===== config.mk =====
export PLATFORM = sky130hd
export DESIGN_NAME = tga_horner
export DESIGN_NICKNAME = d
export VERILOG_FILES = /design/src/hdl/tga_pkg.sv /design/src/hdl/tga_horner.sv
export SDC_FILE = /design/constraint.sdc
export NUM_CORES = 2
export LEC_CHECK = 0
export ABC_AREA = 1
export BUFFER_PORTS_ARGS = -buffer_cell sky130_fd_sc_hd__buf_2
export CORE_ASPECT_RATIO = 0.75
export CORE_UTILIZATION = 49
export CTS_BUF_LIST = sky130_fd_sc_hd__clkbuf_16
export CTS_CLUSTER_SIZE = 25
export DETAILED_ROUTE_END_ITERATION = 8
export GPL_TIMING_DRIVEN = 0
export PLACE_DENSITY = 0.7
export SETUP_SLACK_MARGIN = 0.1
export SLEW_MARGIN = 20
export SYNTH_ARGS = -nofsm -noshare
export SYNTH_HDL_FRONTEND = slang
export SYNTH_SLANG_ARGS = --single-unit

===== constraint.sdc =====
create_clock -name clk -period 12.7 [get_ports clk]
set_input_delay 1.27 -clock clk [delete_from_list [all_inputs] [get_ports clk]]
set_output_delay 1.27 -clock clk [all_outputs]
set_load 0.01 [all_outputs]

===== src/hdl/tga_pkg.sv =====
// Shared widths, constants and series coefficients of the trigamma unit.
// No dependencies; tga_horner, trigamma_approx_unit and tga_port_check use this package.
package tga_pkg;

    localparam int ARG_W      = 24;   // argument, unsigned Q8.16
    localparam int OUT_W      = 32;   // result, unsigned Q16.16
    localparam int D_W        = 25;   // shifted argument a + j * 2^16
    localparam int SQ_W       = 2 * D_W;
    localparam int RQ_W       = 46;   // reciprocal-square quotient bits
    localparam int DIV_W      = SQ_W + RQ_W;
    localparam int P_W        = 25;   // p = 1/y^2 in Q30 stays below 2^25
    localparam int HP_W       = 25;
    localparam int T_W        = 33;   // signed Horner accumulator
    localparam int Q_W        = 29;   // quotient of the division by y
    localparam int NUM2_W     = D_W + Q_W;
    localparam int SUM_W      = 48;
    localparam int RES_W      = SUM_W - 14;
    localparam int FRAC_DROP  = 14;
    localparam int RECIP_EXP  = 62;
    localparam int SHIFT_STEPS = 6;
    localparam int ONE_Q16    = 65536;
    localparam int TINY_LIMIT = 256;
    localparam int HORNER_STEPS = 5;

    localparam logic signed [T_W-1:0] COEF_5_66 = 33'sd81344078;
    localparam logic signed [T_W-1:0] COEF_1_30 = 33'sd35791394;
    localparam logic signed [T_W-1:0] COEF_1_42 = 33'sd25565282;
    localparam logic signed [T_W-1:0] COEF_1_6  = 33'sd178956971;
    localparam logic signed [T_W-1:0] COEF_ONE  = 33'sd1073741824;

    // Added after each Horner multiply, signs of the series folded in.
    localparam logic signed [T_W-1:0] HORNER_COEF [HORNER_STEPS] = '{
        -COEF_1_30, COEF_1_42, -COEF_1_30, COEF_1_6, COEF_ONE
    };

    typedef logic [RQ_W-1:0] recip_t;
    typedef logic signed [T_W-1:0] acc_t;

endpackage


===== src/hdl/tga_horner.sv =====
// One Horner step t' = round(t * p) + c over two register stages.
// Depends on tga_pkg for the accumulator and p widths.
module tga_horner (
    input  logic                      clk,
    input  logic                      en,
    input  tga_pkg::acc_t             t_in,
    input  logic [tga_pkg::P_W-1:0]   p_in,
    input  tga_pkg::acc_t             coef,
    output tga_pkg::acc_t             t_out,
    output logic [tga_pkg::P_W-1:0]   p_out
);

    import tga_pkg::*;

    localparam int PROD_W = T_W + P_W;
    localparam int R_W    = PROD_W - 30;

    logic              neg_next;
    logic [T_W-1:0]    mag;
    logic [PROD_W-1:0] prod_next;
    logic              neg_reg;
    logic [PROD_W-1:0] prod_reg;
    logic [P_W-1:0]    p_a_reg;
    logic [PROD_W-1:0] prod_rnd;
    acc_t              r_s;
    acc_t              t_next;
    acc_t              t_reg;
    logic [P_W-1:0]    p_b_reg;

    // The product is rounded on its magnitude, so halves go away from zero.
    assign neg_next  = t_in[T_W-1];
    assign mag       = neg_next ? T_W'(-t_in) : T_W'(t_in);
    assign prod_next = PROD_W'(mag) * PROD_W'(p_in);

    always_ff @(posedge clk)
    begin
        if (en)
        begin
            neg_reg  <= neg_next;
            prod_reg <= prod_next;
            p_a_reg  <= p_in;
        end
    end

    assign prod_rnd = prod_reg + (PROD_W'(1) << 29);
    assign r_s      = T_W'(prod_rnd[PROD_W-1:30]);
    assign t_next   = (neg_reg ? -r_s : r_s) + coef;

    always_ff @(posedge clk)
    begin
        if (en)
        begin
            t_reg   <= t_next;
            p_b_reg <= p_a_reg;
        end
    end

    assign t_out = t_reg;
    assign p_out = p_b_reg;

endmodule


# After elaboration in Yosys (flattened, before gate mapping)
# Cells that the tools add are included.
# word_totals
out_inout_bits,58
input_bits,93
word_cells,12
regBits,142
# op_classes
n_addsub,4
n_mul,1
muxes,2
# op_table
cell,count
$mux W33,2
$add A58 B30 Y58 const B,1
$mul A33 B25 Y58,1
$add A33 B33 Y33,1
$neg A28 Y33,1
$neg A33 Y33,1

# Logic depth before layout (Yosys ltp)
# depth
depth_word,4
ltp_mapped,41
ltp_nobuf,39

# Worst setup path before layout
# No wires, ideal clock.
# synth_path
path_kind,input-to-reg
start,input t_in[0]
end,register prod_reg[51] (data pin)
cell_stages,37
path_slack_ns,4.444
t_arrival_ns,8.003
required_time_ns,12.448
n_path_buf,2
setup_time_ns,0.252
cell_sequence,buf_6 -> clkinv_2 -> ha_1 -> inv_1 -> nor2_1 -> nand3_2 -> nor2_2 -> nand4_1 -> nor2_1 -> nand3_1 -> nand2_1 -> o21ai_2 -> xor2_2 -> buf_6 -> nor2_1 -> fa_1 -> fa_1 -> inv_1 -> fa_1 -> fa_1 -> inv_1 -> fa_1 -> fa_1 -> inv_1 -> fa_1 -> inv_1 -> ha_1 -> nand2_1 -> inv_1 -> a21oi_1 -> o21ai_0 -> a21oi_1 -> nor2_1 -> a211oi_1 -> nand2_1 -> nand2_1 -> nand2_1
# synth_between
elab_chain_len,3
# synth_lines
item,line,text
"start, declared",tga_horner.sv:6,"input tga_pkg::acc_t t_in,"
$neg A33 Y33,tga_horner.sv:32,assign mag = neg_next ? T_W'(-t_in) : T_W'(t_in);
$mux W33 *,tga_horner.sv:32,
$mul A33 B25 Y58 *,tga_horner.sv:33,assign prod_next = PROD_W'(mag) * PROD_W'(p_in);
net prod_next[51],tga_horner.sv:20,logic [PROD_W-1:0] prod_next;
"end signal, assigned",tga_horner.sv:40,prod_reg <= prod_next;
"end, declared",tga_horner.sv:22,logic [PROD_W-1:0] prod_reg;
# Mark *: on every way through the listed nets, which the timed path passes. The rest lies on a longest branch.
# A chain may end at the register's enable or synchronous reset.

# Worst setup path in the final report
# layout_path
start,input t_in[1]
end,register prod_reg[57] (data pin)
# Same word-level chain as after synthesis.

==> out/results.ini <==
[global_routing]
grt_pass1_wl_um=182700
use_met1_pct=50.84
met3_usage_pct=11.63
overflow=0
grt_max_degree=74
busiest_layer=met1
grt_use_met2_pct=47.84
antenna_found_initial=3
grt_pass1_vias=29790
grtUsageTotal_pct=35.01

[place]
hpwl_um=103800
io_buffers=149
place.gp.congestion=1.041

[cells_and_area]
area_growth_pct=7.258
final_core_utilization_pct=53.66
drive_gt1_share_pct=7.165
final_cell_mix=inv_1 (1063), nand2_1 (868), fa_1 (710)
multi_input_area_um2=26470
nets=5551
n_antenna_cell=0
nFillCells=6716
regArea_um2=3393
final_common_cell=inv_1
largest_register_ffs=33

[synthesis]
ys_seq_area_share_pct=9.807
yosysWarnings=0
async_reset_ff_share_pct=0
synth_ff_type=edfxtp_1
ys_ff_latch=113
netlist_instances=4354
netlist_area_um2=34600
yosysTopAreaCell=fa_1
synth_fp_nets=5382
syn_area_per_cell_um2=7.947
synth_area_leaders=fa_1 (41%), inv_1 (12%), edfxtp_1 (9.8%)
synth_edf_count=113
ys_types=53
netlist.area_leader.share_pct=41.08

[hold_path]
min_path_type=reg2reg

[floorplan]
row_count=83
dieArea_um2=71690
num_io_pins=151
start_util_pct=50.03
dieWidth_um=308.8
core-area_um2=69160
die_h_um=232.1

[critical_path]
crit_fanout=10
arrival_ns=10.33
crit_type=in2reg
slowest_stage=fa_1
end_kind=flip-flop
cp_slowest_stage_delay_ns=0.54
required_ns=12.88
cp-start-kind=input port

[cts]
cts_resized=0
cts_sinks=113
clk_pin_slew_ns=0.06
clkLatencyLatePin_ns=0.44
clk_path_buf_depth=2
cts-root-buf=clkbuf_16
cts-buffers-inserted=17
holdBufCountCts=0
cts_setup_buffers=0
h-tree-depth=4
cts_tree=yes

[sta]
rsz0062_at_grt=no
hold_viol_final=0
drv_slew=0
final.setup.tns_ns=0
tightest_slew_ns=1.250
slew_headroom_pct=16.68
post-route-min-period_ns=10.15
fmax_mhz=98.52
setup_viol=0
period_share_pct=79.92
clock_skew_ns=0.01222
holdWs_ns=0.4151

[route]
initialDrtViolationCount=3784
vias=30130
wl_per_cell_um=22.00
drc_errors=0
vias_per_cell=5.508
wl_um=120400
detail-route-antenna-nets=0
first_pass_iters=6

[job]
max_cap_violations=0

[status]
outcome=complete, no violations

-- path summary, 6_finish.rpt --
check                     from            to  slack [ns]  cells after the start
setup reg to reg  prod_reg[29]     t_out[32]        7.95                     21
hold / removal      p_a_reg[7]      p_out[7]        0.42                      0
hold reg to reg     p_a_reg[7]      p_out[7]        0.42                      0
setup / recovery       t_in[1]  prod_reg[57]        2.55                     35
-- stage by stage --
stage	instance area, µm²	instances	worst slack, ns
2_1_floorplan	34600	4354	4.444
3_3_place_gp	36520	5438	2.472
3_5_place_dp	36550	5439	2.501
4_1_cts	37110	5471	2.934
5_1_grt	37110	5471	2.304
6_report	37110	5471	2.550
-- kinds of logic (layout without fill, tap and decap cells) --
logic type,after synthesis,after routing,share of synthesized area [%]
compound gates,325,325,5.251
xor+xnor,83,83,2.166
fa+ha+maj,935,935,49.22
buf+inv,1230,1412,13.68
flops,113,113,9.807
simple gates,1668,1668,19.88
-- synthesized netlist by cell type (10+ instances only) --
| master | n |
|---|---|
| a21o_1 | 12 |
| a21oi_1 | 166 |
| a21oi_2 | 10 |
| buf_2 | 28 |
| clkbuf_1 | 105 |
| edfxtp_1 | 113 |
| fa_1 | 710 |
| ha_1 | 225 |
| inv_1 | 1063 |
| inv_2 | 12 |
| nand2_1 | 868 |
| nand2_2 | 19 |
| nand3_1 | 89 |
| nand4_1 | 24 |
| nor2_1 | 564 |
| nor2_2 | 24 |
| nor3_1 | 26 |
| nor4_1 | 12 |
| o21ai_0 | 83 |
| o21bai_1 | 12 |
| xnor2_1 | 26 |
| xor2_1 | 54 |
-- metal layers --
| layer | routed length (µm) | up-vias |
|---|---|---|
| met2 | 46360 | 1943 |
| li1 | - | 13180 |
| met5 | 32 | - |
| met4 | 5544 | 4 |
| met1 | 50680 | 14730 |
| met3 | 17770 | 280 |
-- worst max-delay path, delay by kind of cell --
family          cells  cell delay, ns
simple gates       12            1.82
buf+inv             9            1.17
fa+ha+maj           9            4.05
compound gates      5            1.95
-- final cells by class --
class	instances	area share (%)
Clock buffer	17	1.146
Buffer	148	1.807
Timing Repair Buffer	150	2.100
Tap cell	935	3.152
Sequential cell	113	9.144
Multi-Input combinational cell	3011	71.34
Clock inverter	15	0.3641
Inverter	1082	10.95
Power is not shown: default switching activity piles up to over one toggle a cycle in this logic, so the estimate is an artifact.
