[config.mk]
export PLATFORM = sky130hd
export DESIGN_NAME = tga_div
export DESIGN_NICKNAME = d
export VERILOG_FILES = /design/src/hdl/tga_div.sv
export SDC_FILE = /design/constraint.sdc
export NUM_CORES = 1
export LEC_CHECK = 0
export BUFFER_PORTS_ARGS = -buffer_cell sky130_fd_sc_hd__buf_2
export CAP_MARGIN = 20
export CORE_MARGIN = 2
export CORE_UTILIZATION = 55
export CTS_BUF_LIST = sky130_fd_sc_hd__clkbuf_4
export DETAILED_ROUTE_END_ITERATION = 6
export PLACE_DENSITY = 0.72
export RECOVER_POWER = 50
export SYNTH_ARGS = -nofsm -noshare
export SYNTH_HDL_FRONTEND = slang
export SYNTH_SLANG_ARGS = --single-unit
[constraint.sdc]
create_clock -name clk -period 4.36 [get_ports clk]
set_clock_uncertainty 0.2 [all_clocks]
set_input_delay 0 -clock clk [delete_from_list [all_inputs] [get_ports clk]]
set_output_delay 0 -clock clk [all_outputs]
set_load 0.03 [all_outputs]
[src/hdl/tga_div.sv]
// Pipelined restoring divider, one quotient bit per register stage.
// Depends on nothing; the caller guarantees num < den * 2^QW.
module tga_div #(
    parameter int DW = 8,
    parameter int QW = 8
) (
    input  logic             clk,
    input  logic             en,
    input  logic [DW+QW-1:0] num,
    input  logic [DW-1:0]    den,
    output logic [QW-1:0]    quo
);

    localparam int W = DW + QW;

    logic [W-1:0]  rem_reg [QW-1];
    logic [DW-1:0] den_reg [QW-1];
    logic [QW-1:0] quo_reg [QW];

    for (genvar k = 0; k < QW; k++)
    begin : g_stage
        localparam int BIT = QW - 1 - k;
        logic [W-1:0]  rem_in;
        logic [W-1:0]  rem_next;
        logic [W-1:0]  shifted;
        logic [DW-1:0] den_in;
        logic [QW-1:0] quo_in;
        logic [QW-1:0] quo_next;

        if (k == 0)
        begin : g_first
            assign rem_in = num;
            assign den_in = den;
            assign quo_in = '0;
        end
        else
        begin : g_rest
            assign rem_in = rem_reg[k-1];
            assign den_in = den_reg[k-1];
            assign quo_in = quo_reg[k-1];
        end

        assign shifted = W'(den_in) << BIT;

        always_comb
        begin
            rem_next = rem_in;
            quo_next = quo_in;
            if (rem_in >= shifted)
            begin
                rem_next      = rem_in - shifted;
                quo_next[BIT] = 1'b1;
            end
        end

        always_ff @(posedge clk)
        begin
            if (en)
            begin
                quo_reg[k] <= quo_next;
            end
        end

        if (k < QW - 1)
        begin : g_keep
            always_ff @(posedge clk)
            begin
                if (en)
                begin
                    rem_reg[k] <= rem_next;
                    den_reg[k] <= den_in;
                end
            end
        end
    end

    assign quo = quo_reg[QW-1];

endmodule

Word level (Yosys, flattened, before mapping)
Memory sizes are Yosys's and may differ from the RTL's.
Index checks and enable logic that the tools add are counted.

cells by class
  $add $sub $neg = 7
  magnitude comparators = 8
  mux-type cells = 17

operator list
  kind                                              count
  16-bit two-way mux                                7
  16-bit by 10-bit >= comparator with 1-bit output  1
  16-bit by 11-bit >= comparator with 1-bit output  1
  16-bit by 12-bit >= comparator with 1-bit output  1
  16-bit by 13-bit >= comparator with 1-bit output  1
  16-bit by 14-bit >= comparator with 1-bit output  1
  16-bit by 15-bit >= comparator with 1-bit output  1
  16-bit by 8-bit >= comparator with 1-bit output   1
  16-bit by 9-bit >= comparator with 1-bit output   1
  16-bit by 10-bit subtractor with 16-bit output    1
  16-bit by 11-bit subtractor with 16-bit output    1
  16-bit by 12-bit subtractor with 16-bit output    1
  16-bit by 13-bit subtractor with 16-bit output    1
  16-bit by 14-bit subtractor with 16-bit output    1
  16-bit by 15-bit subtractor with 16-bit output    1
  16-bit by 9-bit subtractor with 16-bit output     1
  1-bit two-way mux                                 10

storage, ports and cells
  register bits = 0
  memory bits (writable) = 232
  bits of input ports = 26
  output and inout port bits = 8
  logic and storage cells = 35
  memories = 3

memories
  name     words  bits a word  read ports  clocked after memory_dff  write ports  RTL line  source
  rem_reg  7      16           7           0                         7            16        logic [W-1:0] rem_reg [QW-1];
  quo_reg  8      8            8           0                         8            18        logic [QW-1:0] quo_reg [QW];
  den_reg  7      8            7           0                         7            17        logic [DW-1:0] den_reg [QW-1];

Longest topological paths before layout
Gate-level depths: netlist of run 1.
An unclocked memory read counts as a cell.

  word-level depth = 3
  gate-level depth with buffers = 10
  depth with buffers taken out = 10

Least setup slack after synthesis of run 1
No wires, ideal clock.

  path kind = register to register
  from = memory rem_reg[2][10] (netlist name)
  to = memory rem_reg[3][4] (netlist name), data pin
  library setup time = 267 ps
  data arrival time = 2214 ps
  path slack = 1680 ps
  stages on the path, launching flop included = 8
  path buffers = 1
  period minus slack after synthesis = 2680 ps
  path through = edfxtp_1 -> ha_1 -> nand4_1 -> nor3_1 -> nor4b_1 -> nor4b_2 -> clkbuf_1 -> o21ai_0

RTL lines
  what                RTL line
  start: declaration  16

==> results of run 1 <==
## layout make-up
cell class	instances	area share, %
sequential	204	50.9
timing repair buffer	105	7.02
clock buffer	73	4.56
inverter	89	2.78
tap	229	2.38
antenna	1	0.0208
clock inverter	24	1.28
multi-input combinational	510	31.0
## per-stage QoR
stage / area [um2] / power, mW / hold WS [ns] / cells / setup WS, ns
2_1_floorplan: 10200 / 4.05 / -0.101 / 812 / 1.68
3_3_place_gp: 10700 / 4.34 / -0.00760 / 1069 / 1.33
3_5_place_dp: 10700 / 4.44 / -0.00468 / 1069 / 1.25
4_1_cts: 12000 / 6.18 / 0.0981 / 1231 / 0.843
5_1_grt: 12000 / 6.54 / 0.141 / 1235 / 0.488
6_report: 12000 / 6.16 / 0.170 / 1235 / 0.658
## per-layer routing
metal / vias up / global-route usage (%)
li1: 3345 / -
met1: 3258 / 17.8
met2: 219 / 39.2
met3: 68 / 4.27
met4: 0 / 11.5
met5: - / 0
## Yosys cell counts (all sizes together), types with 2 or more instances
| master | count | area share (%) |
|---|---|---|
| o31ai | 11 | 0.94 |
| edfxtp | 204 | 60 |
| o31a | 4 | 0.34 |
| nor2b | 11 | 0.67 |
| or3 | 4 | 0.24 |
| nor3 | 16 | 0.78 |
| mux2 | 16 | 1.8 |
| inv | 89 | 3.3 |
| nand4 | 5 | 0.31 |
| buf | 2 | 0.16 |
| o2111ai | 2 | 0.17 |
| xor2 | 23 | 2.0 |
| nor3b | 3 | 0.22 |
| nor2 | 48 | 1.8 |
| o41ai | 3 | 0.33 |
| nor4b | 8 | 0.75 |
| ha | 64 | 7.8 |
| a21boi | 4 | 0.29 |
| fa | 7 | 1.4 |
| a31oi | 2 | 0.12 |
| a21o | 13 | 0.97 |
| mux2i | 3 | 0.29 |
| and3 | 3 | 0.18 |
| a21oi | 47 | 2.3 |
| o21a | 12 | 0.88 |
| o21ai | 61 | 3.0 |
| a211oi | 6 | 0.44 |
| clkbuf | 7 | 0.26 |
| xnor2 | 26 | 2.2 |
| nand2 | 51 | 1.9 |
| nor4 | 12 | 0.88 |
| or2 | 3 | 0.18 |
| a311oi | 4 | 0.40 |
| nand2b | 7 | 0.43 |
| nand3 | 10 | 0.54 |
| a2111oi | 3 | 0.26 |
## report_power, final
| part | internal, mW | switching, mW | leakage, nW |
|---|---|---|---|
| clock | 0.900 | 0.759 | 0.405 |
| sequential | 2.64 | 0.198 | 1.96 |
| combinational | 0.763 | 0.907 | 2.30 |
| total | 4.30 | 1.86 | 4.67 |
## how the worst max path moves through the flow
stage                   startpoint        endpoint  slack, ns  cells after the start
floorplan           rem_reg[2][10]   rem_reg[3][4]       1.68                      7
global placement     rem_reg[0][6]  rem_reg[1][14]       1.33                      9
detailed placement   rem_reg[4][2]   rem_reg[5][8]       1.25                      9
CTS                        num[13]  rem_reg[0][13]       0.84                     11
global route                    en  rem_reg[5][13]       0.49                      3
finish                      den[6]  rem_reg[0][11]       0.66                     13
## cells in the final DEF, fill, tap and decap left out, types with 15 or more instances in the layout
master and count:
edfxtp_1 204, inv_1 89, clkbuf_4 73, dlygate4sd3_1 65, ha_1 64, o21ai_0 60
nand2_1 51, nor2_1 48, a21oi_1 47, xnor2_1 26, xor2_1 23, buf_2 19
clkinv_1 18, nor3_1 16, mux2_2 15, clkbuf_1 15
## worst max-delay path: stages
cell,delay (ns)
dlygate4sd3_1,0.54
clkbuf_1,0.14
inv_1,0.06
ha_1,0.35
a21o_1,0.20
a211oi_1,0.34
o21ai_0,0.24
a21oi_1,0.49
buf_4,0.29
nand2_1,0.08
dlygate4sd3_1,0.57
o21ai_0,0.12
dlygate4sd3_1,0.61
## logic make-up after synthesis
kind of cell / synth area share, %
flip-flops: 59.8
AND/OR/NAND/NOR: 9.60
AO/OA/AOI/OAI: 11.4
buffers and inverters: 3.68
adder cells (fa/ha/maj): 9.19
XOR/XNOR: 4.19
multiplexers: 2.09
==> metrics.cfg, run 1 <==
[critical_path]
r2r_slack_ns=1.20
cp-start-kind=primary input
r2r-start=rem_reg[5][2]
reg2reg_depth=7
crit_type=in -> reg
end_kind=flip-flop
crit_fanout=11
rr_endpoint=rem_reg[6][11]
worst-endpoint-arrival_ns=4.03
cp.required_ns=4.69

[layout]
num-nets-final=1059
final_core_util_pct=66.5
area_growth_pct=17.5
largest_reg_flops=112
drive_gt1_share_pct=13.5
multi_input_area_um2=3730
final.fill_count=1311
seq_area_um2=6130

[detailed_routing]
wl_met3_um=918
drt-pass1-iter-count=5
vias_per_cell=5.58
antenna_left=0
drt-initial-drc-count=484
wl_um=19000
num_vias=6890
met2_length_um=10600
drc=0
wl_per_cell_um=15.4
met1Wirelength_um=6600
highest_layer=met4

[hold_path]
hold_depth=4
min_to=rem_reg[0][15]
hp-start=num[15]
worst_hold_path_type=in -> reg

[sta]
grt_setup_unrepaired=false
period_share_pct=84.9
worst_slew_pin_slew_ns=3.08
period_needed_ns=3.70
tns_ns=0
finalSetupViolCount=0
hold_viol=0
max_clock_freq_ghz=0.270
drv_slew=192
slew-limit-headroom_pct=-105

[die]
rows=49
die_w_um=140
ios=34
initial_utilization_pct=56.6
coreArea_um2=18100
die_area_um2=19700
die_h_um=140

[synth]
async_flop_share_pct=0
yosys_warnings=0
synthCells=812
synth_seq_area_share_pct=59.8
ys_seq_elements=204
syn_avg_cell_area_um2=12.6
synth_nets=909
synth_area_um2=10200
ys_types=64
synthFlopType=edfxtp_1
synth_edf_count=204

[placed_design]
dp_hpwl_um=12200
gp_congestion=0.966
port_buffers=33

[outcome]
outcome=finished with violations
violations=capacitance limit, slew limit

[cts]
cts_buffers=52
h-tree-depth=2
cts_tree=yes
clkTransAtPathRegs_ns=0.06
insertion_delay_ns=0.67
clockRootBuffer=clkbuf_4
clockBufferDepth=3
post-cts-setup-buffers=0
ctsHoldBuffers=65
cts-resized-gates=0
clock_sinks=204

[power_and_ir_drop]
ir_worst_vdd_mv=0.323
pwr_density_cell_nw_per_um2=512
leakage_nw=4.67

[global_route]
antenna_found_initial=1
grt_max_degree=148
track_usage_pct=19.6
grt_pass1_vias=7341
grt_pass1_wl_um=31500
grt-ovfl-total=0

[job]
maxCapViolations=2

Note: power is estimated with default switching activity, not from simulation.
==> run 2, diff against run 1 <==
--- a/config.mk
+++ b/config.mk
@@ -5,13 +5,14 @@
 export SDC_FILE = /design/constraint.sdc
 export NUM_CORES = 1
 export LEC_CHECK = 0
+export ABC_AREA = 1
 export BUFFER_PORTS_ARGS = -buffer_cell sky130_fd_sc_hd__buf_2
 export CAP_MARGIN = 20
 export CORE_MARGIN = 2
 export CORE_UTILIZATION = 55
 export CTS_BUF_LIST = sky130_fd_sc_hd__clkbuf_4
 export DETAILED_ROUTE_END_ITERATION = 6
-export PLACE_DENSITY = 0.72
+export PLACE_DENSITY = 0.75
 export RECOVER_POWER = 50
 export SYNTH_ARGS = -nofsm -noshare
 export SYNTH_HDL_FRONTEND = slang
==> constraint.sdc (replaced) <==
create_clock -name clk -period 3.2 [get_ports clk]
set_clock_uncertainty 0.2 [all_clocks]
set_input_delay 0 -clock clk [delete_from_list [all_inputs] [get_ports clk]]
set_output_delay 0 -clock clk [all_outputs]
set_load 0.03 [all_outputs]
==> run 2 against run 1 <==
The run still ends with capacitance limit, slew limit left; cell area up 10%; synthesized cell count up 61%; routed wire length up 25%; combinational power up 75%; sequential cell count unchanged; cell count up 42%; highest routed layer unchanged; utilization down 2.8 points; clock power up 31%.
==> metrics.cfg, run 2 <==
[power_and_ir_drop]
pwr_density_cell_nw_per_um2=672  ; was 512 nW/um2
leakage_nw=6.25  ; was 4.67 nW
ir_worst_vdd_mv=0.327  ; was 0.323 mV

[cts]
clockBufferDepth=3  ; unchanged
clkTransAtPathRegs_ns=0.06  ; about the same
insertion_delay_ns=0.67  ; about the same
post-cts-setup-buffers=0  ; unchanged
h-tree-depth=2  ; unchanged
clock_sinks=204  ; unchanged
clockRootBuffer=clkbuf_4  ; unchanged
cts_tree=yes  ; unchanged
cts_buffers=52  ; unchanged

[detailed_routing]
num_vias=8849  ; was 6,890
drt-pass1-iter-count=7  ; was 5
wl_per_cell_um=13.5  ; was 15.4 um
antenna_left=0  ; unchanged
drt-initial-drc-count=403  ; was 484
vias_per_cell=5.03  ; was 5.58
wl_um=23700  ; was 19,000 um
drc=0  ; unchanged

[critical_path]
cp.required_ns=3.40  ; was 4.69 ns
crit_fanout=9  ; was 11
max_stage_delay_ns=0.60  ; was 0.61 ns
end_kind=flip-flop  ; unchanged
slowest_stage=dlygate4sd3_1  ; unchanged
worst-endpoint-arrival_ns=3.17  ; was 4.03 ns
cpMostUsedCell=dlygate4sd3_1  ; unchanged
cp-start-kind=primary input  ; unchanged
crit_type=in -> reg  ; unchanged
cp_cell_sequence=dlygate4sd3_1 > clkbuf_1 > inv_1 > ha_1 > nand2_1 > nor3_4 > nand3_2 > nand3_1 > dlygate4sd3_1 > nand2_1 > dlygate4sd3_1  ; was dlygate4sd3_1 > clkbuf_1 > inv_1 > ha_1 > a21o_1 > a211oi_1 > o21ai_0 > a21oi_1 > buf_4 > nand2_1 > dlygate4sd3_1 > o21ai_0 > dlygate4sd3_1

[layout]
drive_gt1_share_pct=10.1  ; was 13.5%
area_growth_pct=14.7  ; was 17.5%
layout_common_cells=nand2_1 (441), inv_1 (231), edfxtp_1 (204), nor2_1 (100), nand3_1 (80)  ; was edfxtp_1 (204), inv_1 (89), clkbuf_4 (73), dlygate4sd3_1 (65), ha_1 (64)
layout_commonest_cell=nand2_1  ; was edfxtp_1
largest_reg_flops=112  ; unchanged
final_core_util_pct=63.7  ; was 66.5%
num-nets-final=1542  ; was 1,059
fin_cells=1758  ; was 1,235

[global_route]
grt_pass1_wl_um=39400  ; was 31,500 um
antenna_found_initial=1  ; unchanged
grt-ovfl-total=0  ; unchanged
grt_pass1_vias=9094  ; was 7,341
track_usage_pct=22.3  ; was 19.6%
grt_max_degree=91  ; was 148

[placed_design]
preCtsSetupSlack_ns=0.635  ; was 1.25 ns
port_buffers=33  ; unchanged
gp_congestion=0.901  ; was 0.966
dp_hpwl_um=17100  ; was 12,200 um
dpl.cell_count=1610  ; was 1,069

[sta]
tns_ns=0  ; unchanged
hold_viol=0  ; unchanged
finalSetupViolCount=0  ; unchanged
period_needed_ns=2.97
setup_slack_ns=0.232  ; was 0.658 ns
period_share_pct=92.8
worst_slew_pin_slew_ns=2.26  ; was 3.08 ns
max_clock_freq_ghz=0.337
drv_slew=89  ; was 192
slew-limit-headroom_pct=-51.0  ; was -105%
grt_setup_unrepaired=false  ; unchanged

[synth]
syn_avg_cell_area_um2=8.87  ; was 12.6 um2
synthFlopType=edfxtp_1  ; unchanged
synth_edf_count=204  ; unchanged
yosys_warnings=0  ; unchanged
synthCells=1305  ; was 812
ys_seq_elements=204  ; unchanged
netlist_top_cells_count=nand2_1 (441), inv_1 (231), edfxtp_1 (204)  ; was edfxtp_1 (204), inv_1 (89), ha_1 (64)
async_flop_share_pct=0  ; unchanged
synth_top_area_share_pct=52.9  ; was 59.8%
synth_seq_area_share_pct=52.9  ; was 59.8%
synth_top_area_cell=edfxtp_1  ; unchanged
synth_area_um2=11600  ; was 10,200 um2
ys_types=37  ; was 64
yosysMostFrequentCell=nand2_1  ; was edfxtp_1
synthTopCellsByArea=edfxtp_1 (53%), nand2_1 (14%), inv_1 (7.5%)  ; was edfxtp_1 (60%), ha_1 (7.8%), inv_1 (3.3%)
synth_nets=1402  ; was 909

[die]
ios=34  ; unchanged
rows=53  ; was 49
die_w_um=149  ; was 140 um
coreArea_um2=20800  ; was 18,100 um2
die_h_um=149  ; was 140 um
die_area_um2=22200  ; was 19,700 um2
initial_utilization_pct=55.6  ; was 56.6%

[hold_path]
worst_hold_path_type=reg -> reg  ; was in -> reg

[job]
maxCapViolations=1  ; was 2

[outcome]
outcome=finished with violations  ; unchanged
violations=capacitance limit, slew limit  ; unchanged

-- run 2: power breakdown --
group	leakage, nW	internal (mW)	switching [mW]
combinational	3.88	1.08	1.85
sequential	1.97	3.56	0.250
clock	0.395	1.13	1.05
total	6.25	5.77	3.15
-- run 2: cell families (layout without fill, tap and decap cells) --
kind of cell,count (synthesis),count (layout),synth area share [%]
xor+xnor,27,27,2.04
fa+ha+maj,71,71,8.13
buf+inv,243,420,8.22
flops,204,204,52.9
simple gates,686,686,25.1
compound gates,74,74,3.57
other cells,0,1,0
-- run 2: critical path: cells and delay by family --
family,cells,cell delay [ns]
fa+ha+maj,1,0.37
buf+inv,5,1.94
simple gates,5,0.87
-- run 2: area by class of cell --
| class | instances | area, um2 |
|---|---|---|
| fill | 1714 | 7550 |
| sequential | 204 | 6130 |
| multi-input combinational | 858 | 4500 |
| inverter | 237 | 890 |
| timing repair buffer | 92 | 758 |
| clock buffer | 79 | 593 |
| tap | 275 | 344 |
| clock inverter | 12 | 62.6 |
| antenna | 1 | 2.50 |
-- run 2: per-stage QoR --
step	area [um2]	power, mW	hold slack, ns
3_3_place_gp	12100	6.60	-0.00255
5_1_grt	13300	9.59	0.144
6_report	13300	8.92	0.163
4_1_cts	13300	8.93	0.107
3_5_place_dp	12100	6.69	-0.00622
2_1_floorplan	11600	6.00	-0.101
-- run 2: routing by layer --
| layer | routed length, um | GRT usage, % | up-vias |
|---|---|---|---|
| li1 | - | - | 4533 |
| met1 | 8340 | 20.5 | 4027 |
| met2 | 13500 | 45.3 | 210 |
| met3 | 882 | 3.67 | 79 |
| met4 | 1000 | 12.2 | 0 |
| met5 | 0 | 0 | - |
-- run 2: what timing repair did --
action | 4_1_cts | 5_1_grt
gates resized for setup | 0 | 0
hold endpoints to repair | 112 | 0
hold buffers | 56 | 0
-- run 2: path summary, 6_finish.rpt --
kind	from	end	slack, ns	cells past startpoint
max	den[5]	rem_reg[0][10]	0.23	11
min	quo_reg[0][30]	quo_reg[1][6]	0.16	0
max reg2reg	rem_reg[0][6]	rem_reg[1][13]	0.62	10
min reg2reg	quo_reg[0][30]	quo_reg[1][6]	0.16	0
==> run 3, diff against run 2 <==
--- a/config.mk
+++ b/config.mk
@@ -6,7 +6,7 @@
 export NUM_CORES = 1
 export LEC_CHECK = 0
 export ABC_AREA = 1
-export BUFFER_PORTS_ARGS = -buffer_cell sky130_fd_sc_hd__buf_2
+export BUFFER_PORTS_ARGS = -buffer_cell sky130_fd_sc_hd__buf_4
 export CAP_MARGIN = 20
 export CORE_MARGIN = 2
 export CORE_UTILIZATION = 55
==> run 3 against run 2 <==
First-iteration DRC count decreased by 4.0%; fmax grew 0.35%; count of clock-buffer cells in the layout down 3; cell count rose by 0.51%; register-to-register slack worse by 0.09 ns; largest power group unchanged; largest cell class unchanged; cell area up 0.88%; via count is 0.78% higher; the run still ends with capacitance limit, slew limit left; die area did not move; sequential share of layout area shrank 0.40 points; worst hold slack worse by 0.047 ns; critical path type unchanged; sequential power about the same.
==> metrics.cfg, run 3 (synthesis results as in run 2) <==
[detailed_routing]
num_vias=8918  ; was 8,849
drt-pass1-iter-count=7  ; unchanged
wl_um=23900  ; was 23,700 um
antenna_left=0  ; unchanged
wl_per_cell_um=13.5  ; about the same
drc=0  ; unchanged
vias_per_cell=5.05  ; was 5.03
drt-initial-drc-count=387  ; was 403

[cts]
cts_buffers=54  ; was 52
h-tree-depth=2  ; unchanged
clock_sinks=204  ; unchanged
clockRootBuffer=clkbuf_4  ; unchanged
post-cts-setup-buffers=0  ; unchanged
cts_tree=yes  ; unchanged
insertion_delay_ns=0.68  ; was 0.67 ns
cts-resized-gates=0  ; unchanged
clockBufferDepth=3  ; unchanged
clkTransAtPathRegs_ns=0.06  ; about the same

[sta]
worst_slew_pin_slew_ns=2.34  ; was 2.26 ns
drv_slew=86  ; was 89
tns_ns=0  ; unchanged
max_clock_freq_ghz=0.338  ; was 0.337 GHz
period_needed_ns=2.96  ; was 2.97 ns
slew-limit-headroom_pct=-56.0  ; was -51.0%
period_share_pct=92.4  ; was 92.8%
finalSetupViolCount=0  ; unchanged
grt_setup_unrepaired=false  ; unchanged
setup_slack_ns=0.242  ; was 0.232 ns
hold_viol=0  ; unchanged

[die]
initial_utilization_pct=55.6  ; unchanged
die_w_um=149  ; unchanged
ios=34  ; unchanged
die_h_um=149  ; unchanged
rows=53  ; unchanged
die_area_um2=22200  ; unchanged
coreArea_um2=20800  ; unchanged

[critical_path]
worstSetupStartpoint=den[6]  ; was den[5]
slowest_stage=dlygate4sd3_1  ; unchanged
max_stage_delay_ns=0.58  ; was 0.60 ns
r2r_slack_ns=0.53  ; was 0.62 ns
crit_type=in -> reg  ; unchanged
cpMostUsedCell=dlygate4sd3_1  ; unchanged
cp.required_ns=3.40  ; about the same
r2r-start=rem_reg[0][6]  ; unchanged
cp_cell_sequence=dlygate4sd3_1 > clkbuf_1 > inv_1 > ha_1 > nand2_1 > nor3_4 > nand3_2 > nand3_1 > dlygate4sd3_1 > nand2_1 > dlygate4sd3_1  ; unchanged
rr_endpoint=rem_reg[1][7]  ; was rem_reg[1][13]
cp-start-kind=primary input  ; unchanged
reg2reg_depth=10  ; unchanged
worst-endpoint-arrival_ns=3.16  ; was 3.17 ns
end_kind=flip-flop  ; unchanged
crit_fanout=9  ; unchanged

[hold_path]
worst_hold_path_type=in -> reg  ; was reg -> reg
min_to=rem_reg[0][15]  ; was quo_reg[1][6]
hp-start=num[15]  ; was quo_reg[0][30]
hold_depth=6  ; was 0

[placed_design]
post_dp_cell_area_um2=12200  ; was 12,100 um2
dp_hpwl_um=17000  ; was 17,100 um
gp_congestion=0.876  ; was 0.901
dpl.cell_count=1609  ; was 1,610
preCtsSetupSlack_ns=0.612  ; was 0.635 ns
port_buffers=33  ; unchanged

[layout]
num-nets-final=1545  ; was 1,542
largest_reg_flops=112  ; unchanged
layout_commonest_cell=nand2_1  ; unchanged
finalInstanceArea_um2=13400  ; was 13,300 um2
fin_cells=1767  ; was 1,758
area_growth_pct=15.7  ; was 14.7%
drive_gt1_share_pct=10.1  ; about the same
layout_common_cells=nand2_1 (441), inv_1 (231), edfxtp_1 (204), nor2_1 (100), clkbuf_4 (82)  ; was nand2_1 (441), inv_1 (231), edfxtp_1 (204), nor2_1 (100), nand3_1 (80)
final.fill_count=1690  ; was 1,714

[power_and_ir_drop]
power_mw=9.03  ; was 8.92 mW
pwr_density_cell_nw_per_um2=674  ; was 672 nW/um2
leakage_nw=6.30  ; was 6.25 nW
ir_worst_vdd_mv=0.337  ; was 0.327 mV

[global_route]
grt-ovfl-total=0  ; unchanged
grt_pass1_wl_um=39700  ; was 39,400 um
grt_max_degree=88  ; was 91
antenna_found_initial=1  ; unchanged
grt_pass1_vias=9149  ; was 9,094
track_usage_pct=22.6  ; was 22.3%

[outcome]
outcome=finished with violations  ; unchanged
violations=capacitance limit, slew limit  ; unchanged

[job]
maxCapViolations=1  ; unchanged

[run 3: cell types whose count changed in the layout (fill, tap and decap cells not counted), moves of 2 or more]
cell / delta
buf_4: +16
dlygate4sd3_1: +2
buf_2: -20
clkinv_2: +2
clkinv_1: +9
clkbuf_1: -3
clkbuf_4: +3
[run 3: worst max path at each step]
stage                           endpoint  cells after the start
after floorplan           rem_reg[4][13]                      8
after global placement    rem_reg[1][13]                     10
after detailed placement  rem_reg[1][13]                     10
after CTS                 rem_reg[0][11]                     10
after global routing      rem_reg[0][12]                     11
final                     rem_reg[0][12]                     11
[run 3: what timing repair did]
item	CTS	global route
setup endpoints to repair	0	0
hold buffers	58	0
endpoints found under the hold margin	110	0
[run 3: where the power goes]
part           internal, mW  total, mW  leakage (nW)  switching [mW]
registers              3.56       3.81          1.97           0.250
logic                  1.09       2.95          3.92            1.86
clock network          1.19       2.27         0.413            1.08
total                  5.84       9.03          6.30            3.19
[run 3: stage by stage]
step / utilization [%] / hold slack [ns]
detailed placement: 58.4 / -0.00992
finish: 64.3 / 0.115
global placement: 58.4 / -0.00903
floorplan: - / -0.101
global route: 64.3 / 0.0913
CTS: 64.5 / 0.0548
[run 3: metal layers]
| metal | wire length [um] | GRT usage [%] |
|---|---|---|
| met4 | 1130 | 12.3 |
| met3 | 908 | 4.28 |
| met2 | 13400 | 45.7 |
| met1 | 8470 | 20.8 |
| met5 | 0 | 0 |
[run 3: critical path: cells and delay by family]
family,cells,cell delay (ns)
fa+ha+maj,1,0.35
simple gates,5,0.92
buf+inv,5,1.89
[run 3: final cells by class]
cell class	instances	area (um2)	area share, %
clock inverters	23	128	0.953
diodes	1	2.50	0.0187
clock buffers	76	571	4.26
inverters	237	890	6.64
flip-flops and latches	204	6130	45.7
well taps	275	344	2.57
multi-input cells	858	4500	33.6
repair buffers	93	832	6.21
